$ cat src/rtl/dhcpos_pkg.sv
// ----------------------------------------------------------------------------
// dhcpos_pkg
// Shared option codes, scan phase type and summary record for the DHCP
// option scanner.
// ----------------------------------------------------------------------------
`default_nettype none

package dhcpos_pkg;

	localparam logic [7:0] CODE_PAD    = 8'd0;
	localparam logic [7:0] CODE_MASK   = 8'd1;
	localparam logic [7:0] CODE_ROUTER = 8'd3;
	localparam logic [7:0] CODE_DNS    = 8'd6;
	localparam logic [7:0] CODE_NTP    = 8'd42;
	localparam logic [7:0] CODE_TYPE   = 8'd53;
	localparam logic [7:0] CODE_END    = 8'hff;
	localparam logic [7:0] KEY_RESET   = 8'd54;

	// found_flags bit positions
	localparam int FB_TYPE   = 0;
	localparam int FB_MASK   = 1;
	localparam int FB_ROUTER = 2;
	localparam int FB_DNS    = 3;
	localparam int FB_NTP    = 4;
	localparam int FB_KEY    = 5;

	localparam int FOUND_W = 6;

	typedef enum logic [1:0] {
		PH_CODE = 2'd0,
		PH_LEN  = 2'd1,
		PH_VAL  = 2'd2
	} phase_t;

	typedef struct packed {
		logic [7:0]         message_type;
		logic [31:0]        subnet_mask;
		logic [31:0]        router_addr;
		logic [31:0]        dns_addr;
		logic [31:0]        ntp_addr;
		logic [31:0]        key_value;
		logic [FOUND_W-1:0] found_flags;
		logic               truncated;
	} summary_t;

endpackage

`default_nettype wire

$ cat src/rtl/dhcpos_scan.sv
// ----------------------------------------------------------------------------
// dhcpos_scan
// Input register, option record walker and lookup key register. Produces
// one summary per message on the last byte or on the end option.
// ----------------------------------------------------------------------------
`default_nettype none

module dhcpos_scan (
	input  wire logic              clk,
	input  wire logic              arst_n,
	input  wire logic              in_valid,
	output logic                   in_ready,
	input  wire logic [7:0]        opt_byte,
	input  wire logic              last_byte,
	input  wire logic              cfg_valid,
	input  wire logic [7:0]        cfg_data,
	input  wire logic              q_room,
	output logic                   res_push,
	output dhcpos_pkg::summary_t   res
);
	import dhcpos_pkg::*;

	// input stage
	logic       valid_s1;
	logic [7:0] byte_s1;
	logic       last_s1;
	logic       proc;

	logic [7:0] key_q;

	// scan state
	phase_t             ph_q, ph_n;
	logic [7:0]         code_q, code_n;
	logic [7:0]         left_q, left_n;
	logic [2:0]         idx_q, idx_n;
	logic [31:0]        acc_q, acc_n;
	logic [7:0]         type_q, type_n;
	logic [31:0]        mask_q, mask_n;
	logic [31:0]        rtr_q, rtr_n;
	logic [31:0]        dns_q, dns_n;
	logic [31:0]        ntp_q, ntp_n;
	logic [31:0]        hkey_q, hkey_n;
	logic [FOUND_W-1:0] fnd_q, fnd_n;
	logic               ended_q, ended_n;

	logic emit;
	logic commit;
	logic done;

	assign proc     = valid_s1 && q_room;
	assign in_ready = !valid_s1 || proc;

	always_ff @(posedge clk or negedge arst_n) begin
		if (!arst_n) begin
			valid_s1 <= 1'b0;
		end else if (in_ready) begin
			valid_s1 <= in_valid;
		end
	end

	always_ff @(posedge clk) begin
		if (in_ready && in_valid) begin
			byte_s1 <= opt_byte;
			last_s1 <= last_byte;
		end
	end

	always_ff @(posedge clk or negedge arst_n) begin
		if (!arst_n) begin
			key_q <= KEY_RESET;
		end else if (cfg_valid) begin
			key_q <= cfg_data;
		end
	end

	always_comb begin
		ph_n    = ph_q;
		code_n  = code_q;
		left_n  = left_q;
		idx_n   = idx_q;
		acc_n   = acc_q;
		type_n  = type_q;
		mask_n  = mask_q;
		rtr_n   = rtr_q;
		dns_n   = dns_q;
		ntp_n   = ntp_q;
		hkey_n  = hkey_q;
		fnd_n   = fnd_q;
		ended_n = ended_q;
		emit    = 1'b0;
		commit  = 1'b0;

		unique case (ph_q)
			PH_LEN: begin
				left_n = byte_s1;
				idx_n  = 3'd0;
				acc_n  = 32'd0;
				if (byte_s1 == 8'd0) begin
					commit = 1'b1;
					ph_n   = PH_CODE;
				end else begin
					ph_n = PH_VAL;
				end
			end
			PH_VAL: begin
				if (!idx_q[2]) begin
					unique case (idx_q[1:0])
						2'd0: acc_n = acc_q | {byte_s1, 24'd0};
						2'd1: acc_n = acc_q | {8'd0, byte_s1, 16'd0};
						2'd2: acc_n = acc_q | {16'd0, byte_s1, 8'd0};
						2'd3: acc_n = acc_q | {24'd0, byte_s1};
					endcase
					idx_n = idx_q + 3'd1;
				end
				left_n = left_q - 8'd1;
				if (left_n == 8'd0) begin
					commit = 1'b1;
					ph_n   = PH_CODE;
				end
			end
			default: begin
				// unused phase code behaves as expecting a code
				ph_n = PH_CODE;
				if (byte_s1 == CODE_END) begin
					emit = 1'b1;
				end else if (byte_s1 != CODE_PAD) begin
					code_n = byte_s1;
					ph_n   = PH_LEN;
				end
			end
		endcase

		if (commit) begin
			if (idx_n != 3'd0) begin
				unique case (code_q)
					CODE_TYPE: begin
						type_n        = acc_n[31:24];
						fnd_n[FB_TYPE] = 1'b1;
					end
					CODE_MASK: begin
						mask_n        = acc_n;
						fnd_n[FB_MASK] = 1'b1;
					end
					CODE_ROUTER: begin
						rtr_n           = acc_n;
						fnd_n[FB_ROUTER] = 1'b1;
					end
					CODE_DNS: begin
						dns_n         = acc_n;
						fnd_n[FB_DNS] = 1'b1;
					end
					CODE_NTP: begin
						ntp_n         = acc_n;
						fnd_n[FB_NTP] = 1'b1;
					end
					default: begin
					end
				endcase
			end
			if (code_q == key_q && !fnd_q[FB_KEY]) begin
				hkey_n        = acc_n;
				fnd_n[FB_KEY] = 1'b1;
			end
		end
	end

	// after end, bytes are dropped until the last byte of the message
	assign done     = emit || last_s1;
	assign res_push = proc && !ended_q && done;

	always_comb begin
		res.message_type = type_n;
		res.subnet_mask  = mask_n;
		res.router_addr  = rtr_n;
		res.dns_addr     = dns_n;
		res.ntp_addr     = ntp_n;
		res.key_value    = hkey_n;
		res.found_flags  = fnd_n;
		res.truncated    = (ph_n != PH_CODE);
	end

	always_ff @(posedge clk or negedge arst_n) begin
		if (!arst_n) begin
			ph_q    <= PH_CODE;
			code_q  <= 8'd0;
			left_q  <= 8'd0;
			idx_q   <= 3'd0;
			acc_q   <= 32'd0;
			type_q  <= 8'd0;
			mask_q  <= 32'd0;
			rtr_q   <= 32'd0;
			dns_q   <= 32'd0;
			ntp_q   <= 32'd0;
			hkey_q  <= 32'd0;
			fnd_q   <= '0;
			ended_q <= 1'b0;
		end else if (proc) begin
			if (ended_q || done) begin
				ph_q    <= PH_CODE;
				code_q  <= 8'd0;
				left_q  <= 8'd0;
				idx_q   <= 3'd0;
				acc_q   <= 32'd0;
				type_q  <= 8'd0;
				mask_q  <= 32'd0;
				rtr_q   <= 32'd0;
				dns_q   <= 32'd0;
				ntp_q   <= 32'd0;
				hkey_q  <= 32'd0;
				fnd_q   <= '0;
				ended_q <= ended_q ? !last_s1 : (emit && !last_s1);
			end else begin
				ph_q    <= ph_n;
				code_q  <= code_n;
				left_q  <= left_n;
				idx_q   <= idx_n;
				acc_q   <= acc_n;
				type_q  <= type_n;
				mask_q  <= mask_n;
				rtr_q   <= rtr_n;
				dns_q   <= dns_n;
				ntp_q   <= ntp_n;
				hkey_q  <= hkey_n;
				fnd_q   <= fnd_n;
				ended_q <= ended_n;
			end
		end
	end

`ifndef SYNTHESIS
	a_end_sets_ended: assert property (@(posedge clk) disable iff (!arst_n)
		proc && !ended_q && emit && !last_s1 |=> ended_q)
		else $error("end option did not mark the message as ended");

	a_no_push_after_end: assert property (@(posedge clk) disable iff (!arst_n)
		ended_q |-> !res_push)
		else $error("summary emitted after end option");

	a_idx_saturates: assert property (@(posedge clk) disable iff (!arst_n)
		idx_q[2] |-> idx_q[1:0] == 2'd0)
		else $error("value index ran past four");

	a_push_needs_room: assert property (@(posedge clk) disable iff (!arst_n)
		res_push |-> q_room)
		else $error("summary pushed with no room");
`endif

endmodule

`default_nettype wire

$ cat src/rtl/dhcpos_outq.sv
// ----------------------------------------------------------------------------
// dhcpos_outq
// Two-entry result queue. Keeps the scanner running while the receiver
// stalls and keeps out_ready off the input side.
// ----------------------------------------------------------------------------
`default_nettype none

module dhcpos_outq (
	input  wire logic                 clk,
	input  wire logic                 arst_n,
	input  wire logic                 push,
	input  wire dhcpos_pkg::summary_t push_data,
	output logic                      room,
	output logic                      out_valid,
	input  wire logic                 out_ready,
	output dhcpos_pkg::summary_t      out_data
);
	import dhcpos_pkg::*;

	summary_t   ent_q [2];
	logic       wr_q;
	logic       rd_q;
	logic [1:0] cnt_q;
	logic       pop;

	assign room      = (cnt_q != 2'd2);
	assign out_valid = (cnt_q != 2'd0);
	assign out_data  = ent_q[rd_q];
	assign pop       = out_valid && out_ready;

	always_ff @(posedge clk) begin
		if (push) begin
			ent_q[wr_q] <= push_data;
		end
	end

	always_ff @(posedge clk or negedge arst_n) begin
		if (!arst_n) begin
			wr_q  <= 1'b0;
			rd_q  <= 1'b0;
			cnt_q <= 2'd0;
		end else begin
			if (push) begin
				wr_q <= !wr_q;
			end
			if (pop) begin
				rd_q <= !rd_q;
			end
			unique case ({push, pop})
				2'b10:   cnt_q <= cnt_q + 2'd1;
				2'b01:   cnt_q <= cnt_q - 2'd1;
				default: cnt_q <= cnt_q;
			endcase
		end
	end

`ifndef SYNTHESIS
	a_cnt_range: assert property (@(posedge clk) disable iff (!arst_n)
		cnt_q != 2'd3)
		else $error("result queue count out of range");

	a_no_overflow: assert property (@(posedge clk) disable iff (!arst_n)
		push |-> cnt_q != 2'd2)
		else $error("result queue overflow");

	a_ptr_match: assert property (@(posedge clk) disable iff (!arst_n)
		(cnt_q == 2'd0 || cnt_q == 2'd2) |-> wr_q == rd_q)
		else $error("result queue pointers disagree with count");
`endif

endmodule

`default_nettype wire

$ cat src/rtl/dhcp_option_scanner.sv
// ----------------------------------------------------------------------------
// dhcp_option_scanner
// Walks the DHCP options area one byte per transfer and reports the captured
// options once per message.
// ----------------------------------------------------------------------------
// Input channel: in_valid/in_ready carry opt_byte and last_byte, one byte of
// the options area per transfer. Bytes may come every cycle.
// Output channel: out_valid/out_ready carry one summary per message, sent on
// the byte flagged last_byte or on the end option, whichever comes first.
// Bytes after an end option are dropped until last_byte.
// Config channel: cfg_valid/cfg_ready write lookup_key (reset 54); cfg_ready
// is always high. Write it only between messages.
// Output path: the closing byte is held in the input register, then its
// summary is queued. Throughput: one byte per cycle while the queue has room.
// A two-entry result queue absorbs receiver stalls; in_ready drops only once
// both entries are full and another byte is waiting in the input register.
// Reset clears the scan state, the queue and restores lookup_key to 54.
// ----------------------------------------------------------------------------
`default_nettype none

module dhcp_option_scanner (
	input  wire logic        clk,
	input  wire logic        arst_n,
	input  wire logic        in_valid,
	output logic             in_ready,
	input  wire logic [7:0]  opt_byte,
	input  wire logic        last_byte,
	input  wire logic        cfg_valid,
	output logic             cfg_ready,
	input  wire logic [7:0]  lookup_key,
	output logic             out_valid,
	input  wire logic        out_ready,
	output logic [7:0]       message_type,
	output logic [31:0]      subnet_mask,
	output logic [31:0]      router_addr,
	output logic [31:0]      dns_addr,
	output logic [31:0]      ntp_addr,
	output logic [31:0]      key_value,
	output logic [5:0]       found_flags,
	output logic             truncated
);
	import dhcpos_pkg::*;

	logic     q_room;
	logic     res_push;
	summary_t res;
	summary_t head;

	assign cfg_ready = 1'b1;

	dhcpos_scan u_scan (
		.clk      (clk),
		.arst_n   (arst_n),
		.in_valid (in_valid),
		.in_ready (in_ready),
		.opt_byte (opt_byte),
		.last_byte(last_byte),
		.cfg_valid(cfg_valid),
		.cfg_data (lookup_key),
		.q_room   (q_room),
		.res_push (res_push),
		.res      (res)
	);

	dhcpos_outq u_outq (
		.clk      (clk),
		.arst_n   (arst_n),
		.push     (res_push),
		.push_data(res),
		.room     (q_room),
		.out_valid(out_valid),
		.out_ready(out_ready),
		.out_data (head)
	);

	assign message_type = head.message_type;
	assign subnet_mask  = head.subnet_mask;
	assign router_addr  = head.router_addr;
	assign dns_addr     = head.dns_addr;
	assign ntp_addr     = head.ntp_addr;
	assign key_value    = head.key_value;
	assign found_flags  = head.found_flags;
	assign truncated    = head.truncated;

endmodule

`default_nettype wire
$ cat config.mk
export PLATFORM = sky130hd
export DESIGN_NAME = dhcp_option_scanner
export DESIGN_NICKNAME = d
export VERILOG_FILES = /design/src/rtl/dhcpos_pkg.sv /design/src/rtl/dhcpos_scan.sv /design/src/rtl/dhcpos_outq.sv /design/src/rtl/dhcp_option_scanner.sv
export SDC_FILE = /design/constraint.sdc
export NUM_CORES = 1
export LEC_CHECK = 0
export BUFFER_PORTS_ARGS = -buffer_cell sky130_fd_sc_hd__clkbuf_2
export CORE_AREA = 8 8 260 262
export CTS_BUF_LIST = sky130_fd_sc_hd__clkbuf_16
export DETAILED_ROUTE_END_ITERATION = 8
export DIE_AREA = 0 0 268 270
export HOLD_SLACK_MARGIN = 0.15
export PLACE_DENSITY = 0.7
export SYNTH_ARGS = -nofsm -noshare
export SYNTH_HDL_FRONTEND = slang
export SYNTH_SLANG_ARGS = --single-unit
$ cat constraint.sdc
create_clock -name clk -period 9.63 [get_ports clk]
set_input_delay 1.4445 -clock clk [delete_from_list [all_inputs] [get_ports clk]]
set_output_delay 1.4445 -clock clk [all_outputs]
set_load 0.01 [all_outputs]
---- After elaboration in Yosys (flattened, before gate mapping) ----
Memory sizes are Yosys's and may differ from the RTL's.
Cells that the tools add are included.
W data, S select, Z words.
storage, ports and cells
  register bits ........................... 250
  RAM bits ................................ 350
  input port bits ......................... 22
  memories ................................ 1
operators by class
  add/subtract/negate cells ............... 4
  equal/unequal tests ..................... 17
  muxes and demuxes ....................... 60
  bitwise logic cells ..................... 4
  reduce and logical (&&, ||, !) cells .... 30
memories
  memory        depth  bits a word  read ports  clocked after memory_dff  write ports  line               source
  u_outq.ent_q  2      175          1           0                         1            dhcpos_outq.sv:20  summary_t ent_q [2];
operators with widths
  kind                   count
  $mux W32               21
  $pmux W32 S4           1
  $mux W8                9
  $pmux W32 S2           1
  $or A32 B16 Y32        1
  $or A32 B24 Y32        1
  $or A32 B32 Y32        1
  $or A32 B8 Y32         1
  $eq A8 B6 Y1 const B   2
  $logic_not A8 Y1       2
  $pmux W8 S2            1
  $mux W1                14
  $mux W6                2
  $eq A2 B2 Y1 const B   4
  $eq A8 B1 Y1 const B   1
  $eq A8 B2 Y1 const B   1
  $eq A8 B3 Y1 const B   1
  $eq A8 B8 Y1           1
  $eq A8 B8 Y1 const B   1
  $mux W2                4
  $pmux W2 S2            2
  $reduce_bool A2 Y1     4
  $reduce_bool A8 Y1     1
  $sub A8 B1 Y8 const B  1
  other kinds (18)       37

---- Depth between registers and ports, before layout ----
  word-level depth ........................ 8
  depth in mapped cells ................... 10

---- Hierarchy ----
Synthesis repeated with hierarchy kept, for this count alone.
unflattened totals
  cells, all modules ...................... 1,626
  area, all modules ....................... 25,826.0 um^2
by module, submodules not included
  module               times used  cells an instance  area each (um^2)  seq. area each (um^2)
  dhcpos_outq          1           562                13,405.4          10,610.2
  dhcpos_scan          1           1,062              12,409.4          6,206.0
  dhcp_option_scanner  1           2                  11.3              0.0

---- Least setup slack after synthesis ----
Ideal clock, no wire load.
  path type ............................... register -> register
  from .................................... reg u_scan.ph_q[0]
  to ...................................... mem u_outq.ent_q[0][0] (netlist name) (enable)
  library setup time ...................... 0.713 ns
  data arrival time ....................... 8.572 ns
  path slack .............................. 0.345 ns
  stages on the path, launching flop included .. 7
  cell sequence ........................... dfrtp_1 > inv_1 > ha_1 > inv_1 > nor3_1 > o21ai_0 > nor2_1
on the way
  cells in the longest elaborated chain, start to end .. 7
RTL lines
  item                                                 line                source
  from (decl)                                          dhcpos_scan.sv:32   phase_t ph_q, ph_n;
  from (signal assigned)                               dhcpos_scan.sv:213  ph_q <= ph_n;
  $eq A2 B1 Y1 / $eq A2 B2 Y1 (equally long branches)  dhcpos_scan.sv:93   unique case (ph_q)
  $reduce_or A2 Y1 (no source line) (*)                -
  $mux W1 (*)                                          dhcpos_scan.sv:93
  $logic_or A1 B1 Y1 (*)                               dhcpos_scan.sv:168  assign done = emit || last_s1;
  $logic_and A1 B1 Y1 (*)                              dhcpos_scan.sv:169  assign res_push = proc && !ended_q && done;
  $mux W1 (*)                                          dhcpos_outq.sv:32   if (push) begin
  $mux W1 (implied by the code) (*)                    dhcpos_outq.sv:33   ent_q[wr_q] <= push_data;
  to (decl)                                            dhcpos_outq.sv:20
Every way passes the cells marked *; elsewhere a longest branch is shown, timed or not.

---- Worst setup path in the final report ----
  from .................................... reg u_outq.rd_q
  to ...................................... out key_value[0]
on the way
  cells in the longest elaborated chain, start to end .. 1
RTL lines
  item                    line                       source
  from (decl)             dhcpos_outq.sv:22          logic rd_q;
  from (signal assigned)  dhcpos_outq.sv:47          rd_q <= !rd_q;
  $mem_v2 Z2 W175         -
  to (decl)               dhcp_option_scanner.sv:38  output logic [31:0] key_value,
No other way between the ends.

==> impl_metrics.ini <==
[final_layout]
multi_input_area_sq_um = 7836
area_growth_pct = 15.09
layout.nets = 1841
layout_commonest_cell = edfxtp_1
diodes = 0
fillers = 5515
drive_gt1_share_pct = 36.18
layout_common_cells = edfxtp_1, mux2_2, dfrtp_1
layout.area.seq_sq_um = 16820

[setup_path]
slowest_stage = buf_4
critPathRequiredTime_ns = 8.19
ff2ff_path_depth = 8
startpoint_type = flop
critPathKind = flop to output pin
crit_buf_inv = 2
r2r_end = u_outq.ent_q[0][101]$_DFFE_PP_
reg2reg_setup_slack_ns = 5.21
cp_top_family = buffers and inverters
path_cells = buf_4 -> mux2_2 -> clkbuf_2
crit_fanout = 77
arrival_ns = 3.15
worstSetupEndpointType = output pin
slowest_delay_ns = 0.95
r2r_start = u_scan.ph_q[0]$_DFFE_PN0P_

[power_and_ir_drop]
ir_drop_uv = 125.9
power_leakage_nw = 11.86
powerDensity_nw_per_um2 = 267.8
power_mw = 7.761

[sta]
max_slew_margin_pct = 10.26
slew_violations = 0
timing.setup.tns_ns = 0
fin_skew_ns = 0.02165
max_freq_mhz = 217.5
setup_viol = 0
grt_setup_unrepaired = no
hold_viol_final = 0
tightest_slew_ns = 1.343
period_share_pct = 47.75
final.min_clock_period_ns = 4.598

[clock_tree]
cts_setup_buffers = 0
cts_buffers = 58
cts_tree = built
htree_levels = 2
cts_buffer_depth = 3
clock_sinks = 600
path_clk_slew_ns = 0.06
cts_resized = 0
cts_hold_buf = 0
insertion_delay_ns = 0.63
root_buffer = clkbuf_16

[global_routing]
grt_pass1_wl_mm = 96.56
grt_max_degree = 152
first_global_vias = 15412
antenna_found_initial = 0
gr-total-overflow = 0
grt_usage_pct = 17.23

[routing]
avgViaCountPerCell = 5.538
drt_wl_total_mm = 63.72
num_vias = 15036
final_antenna_net_count = 0
dr.pass1.iters = 5
drc = 0
routedWlPerCell_um = 23.47
drt_iter0_drc = 1225

[min_path]
hold_class = flop to flop
hold_start = u_scan.acc_q[30]$_DFFE_PN0P_
worstHoldEndpoint = u_scan.acc_q[30]$_DFFE_PN0P_
hold_depth = 2

[logic_synthesis]
yosys-top-cells-area = edfxtp_1, dfrtp_1, mux2_2, a22o_1, nand2_1
synthDistinctLibCells = 68
synth_fp_nets = 1681
yosys.area.top_type = edfxtp_1
synth_area_sq_um = 25180
ys.flop_type = edfxtp_1
async_flop_share_pct = 40.17
yosysWarnings = 0
syn_inst = 1650
syn_area_per_cell_sq_um = 15.26
synth_edf_count = 359
synth_top_area_share_pct = 42.81
synth_seq_cells = 600
yosysSeqAreaShare_pct = 66.79

[outcome]
run_status = finished, final reports clean

[placed_design]
io_buffers = 198
gp_congestion = 0.8485
place_hpwl_mm = 39.72

[floorplan]
initial_utilization_pct = 39.56
core_area_sq_um = 63650
fp.dieW_um = 268
fp.dieH_um = 270
rows = 93
io_pins = 200
dieArea_sq_um = 72360

[job]
maxCapViolCount = 0
## flip-flops by register name, summed over array words and instances, names as in the netlist, 2 cells and up
signal          count
u_scan.byte_s1      8
u_scan.acc_q       32
u_scan.ph_q         2
u_scan.dns_q       32
u_scan.code_q       8
u_scan.hkey_q      32
u_scan.ntp_q       32
u_outq.cnt_q        2
u_scan.fnd_q        6
u_scan.type_q       8
u_scan.mask_q      32
u_scan.left_q       8
u_outq.ent_q      350
u_scan.key_q        8
u_scan.rtr_q       32
u_scan.idx_q        3
## final cells by class
cell class | count | area share, %
Sequential cell | 600 | 58.04
Timing Repair Buffer | 214 | 3.912
Multi-Input combinational cell | 926 | 27.04
Inverter | 10 | 0.1295
Clock buffer | 59 | 5.095
Tap cell | 855 | 3.692
Clock inverter | 51 | 2.085
## logic make-up (layout without fill, tap and decap cells)
group / Yosys count / after routing / share of synthesized area (%)
AO/OA/AOI/OAI: 289 / 289 / 8.617
XOR/XNOR: 17 / 17 / 0.5913
adder cells (fa/ha/maj): 9 / 9 / 0.4472
buffers and inverters: 124 / 334 / 2.440
flip-flops: 600 / 600 / 66.79
multiplexers: 352 / 352 / 15.92
other: 1 / 1 / 0.01489
AND/OR/NAND/NOR: 258 / 258 / 5.183
## report_power, final
part	internal (mW)	leakage (nW)	switching, mW	total, mW
clock network	1.49	1.03	0.975	2.46
logic	0.720	4.13	1.30	2.02
registers	3.08	6.70	0.197	3.28
## routing by layer
| metal | part of all wire, % | wire length (um) | vias up | track usage [%] |
|---|---|---|---|---|
| met2 | 47 | 29740 | 594 | 27.20 |
| met4 | 3.2 | 2025 | 0 | 5.896 |
| met3 | 7.7 | 4908 | 125 | 4.369 |
| met5 | 0 | 0 | - | 0 |
| li1 | - | - | 6600 | - |
| met1 | 42 | 27050 | 7717 | 22.97 |
## tightest hold or removal path: stages (launching register included)
cell,delay [ns]
dfrtp_1,0.34
nand2_1,0.05
nand2_1,0.06
## cells in the mapped netlist, types with 5 or more instances
cell / count
nor3_1: 40
a21o_1: 28
nor2_1: 59
a22o_1: 146
mux2_2: 325
nor4_1: 6
clkbuf_1: 62
a21oi_1: 43
ha_1: 9
xnor2_1: 7
xor2_1: 10
or2_2: 5
buf_2: 28
o21ai_0: 33
and2_1: 8
o22ai_1: 10
buf_6: 10
mux2_4: 12
nand2b_1: 7
inv_1: 10
o2bb2ai_1: 8
nand2_1: 76
buf_4: 9
edfxtp_1: 359
dfrtp_1: 237
mux2_1: 15
nand3_1: 26
## per-stage QoR
step | area (sq um) | instances | hold slack (ns) | setup slack, ns | utilization [%]
finish | 28980 | 2715 | 0.4771 | 5.032 | 45.53
global route | 28980 | 2715 | 0.4954 | 4.894 | 45.53
CTS | 28980 | 2715 | 0.4801 | 4.948 | 45.53
detailed placement | 26900 | 2605 | 0.4645 | 5.285 | 42.26
global placement | 26900 | 2605 | 0.4590 | 5.415 | 42.26
floorplan | 25180 | 1650 | 0.4391 | 0.3447 | -
## worst max path at each step
stage                                          start                        endpoint  slack, ns  cells past startpoint
after floorplan           u_scan.ph_q[0]$_DFFE_PN0P_    u_outq.ent_q[0][0]$_DFFE_PP_       0.34                      6
after global placement    u_scan.ph_q[0]$_DFFE_PN0P_  u_outq.ent_q[0][101]$_DFFE_PP_       5.42                      8
after detailed placement  u_scan.ph_q[0]$_DFFE_PN0P_  u_outq.ent_q[1][101]$_DFFE_PP_       5.28                      8
after CTS                    u_outq.rd_q$_DFFE_PN0P_                    key_value[0]       4.95                      3
after global routing         u_outq.rd_q$_DFFE_PN0P_                     ntp_addr[0]       4.89                      3
final                        u_outq.rd_q$_DFFE_PN0P_                    key_value[0]       5.03                      3
Power figures use the tool's default switching activity.
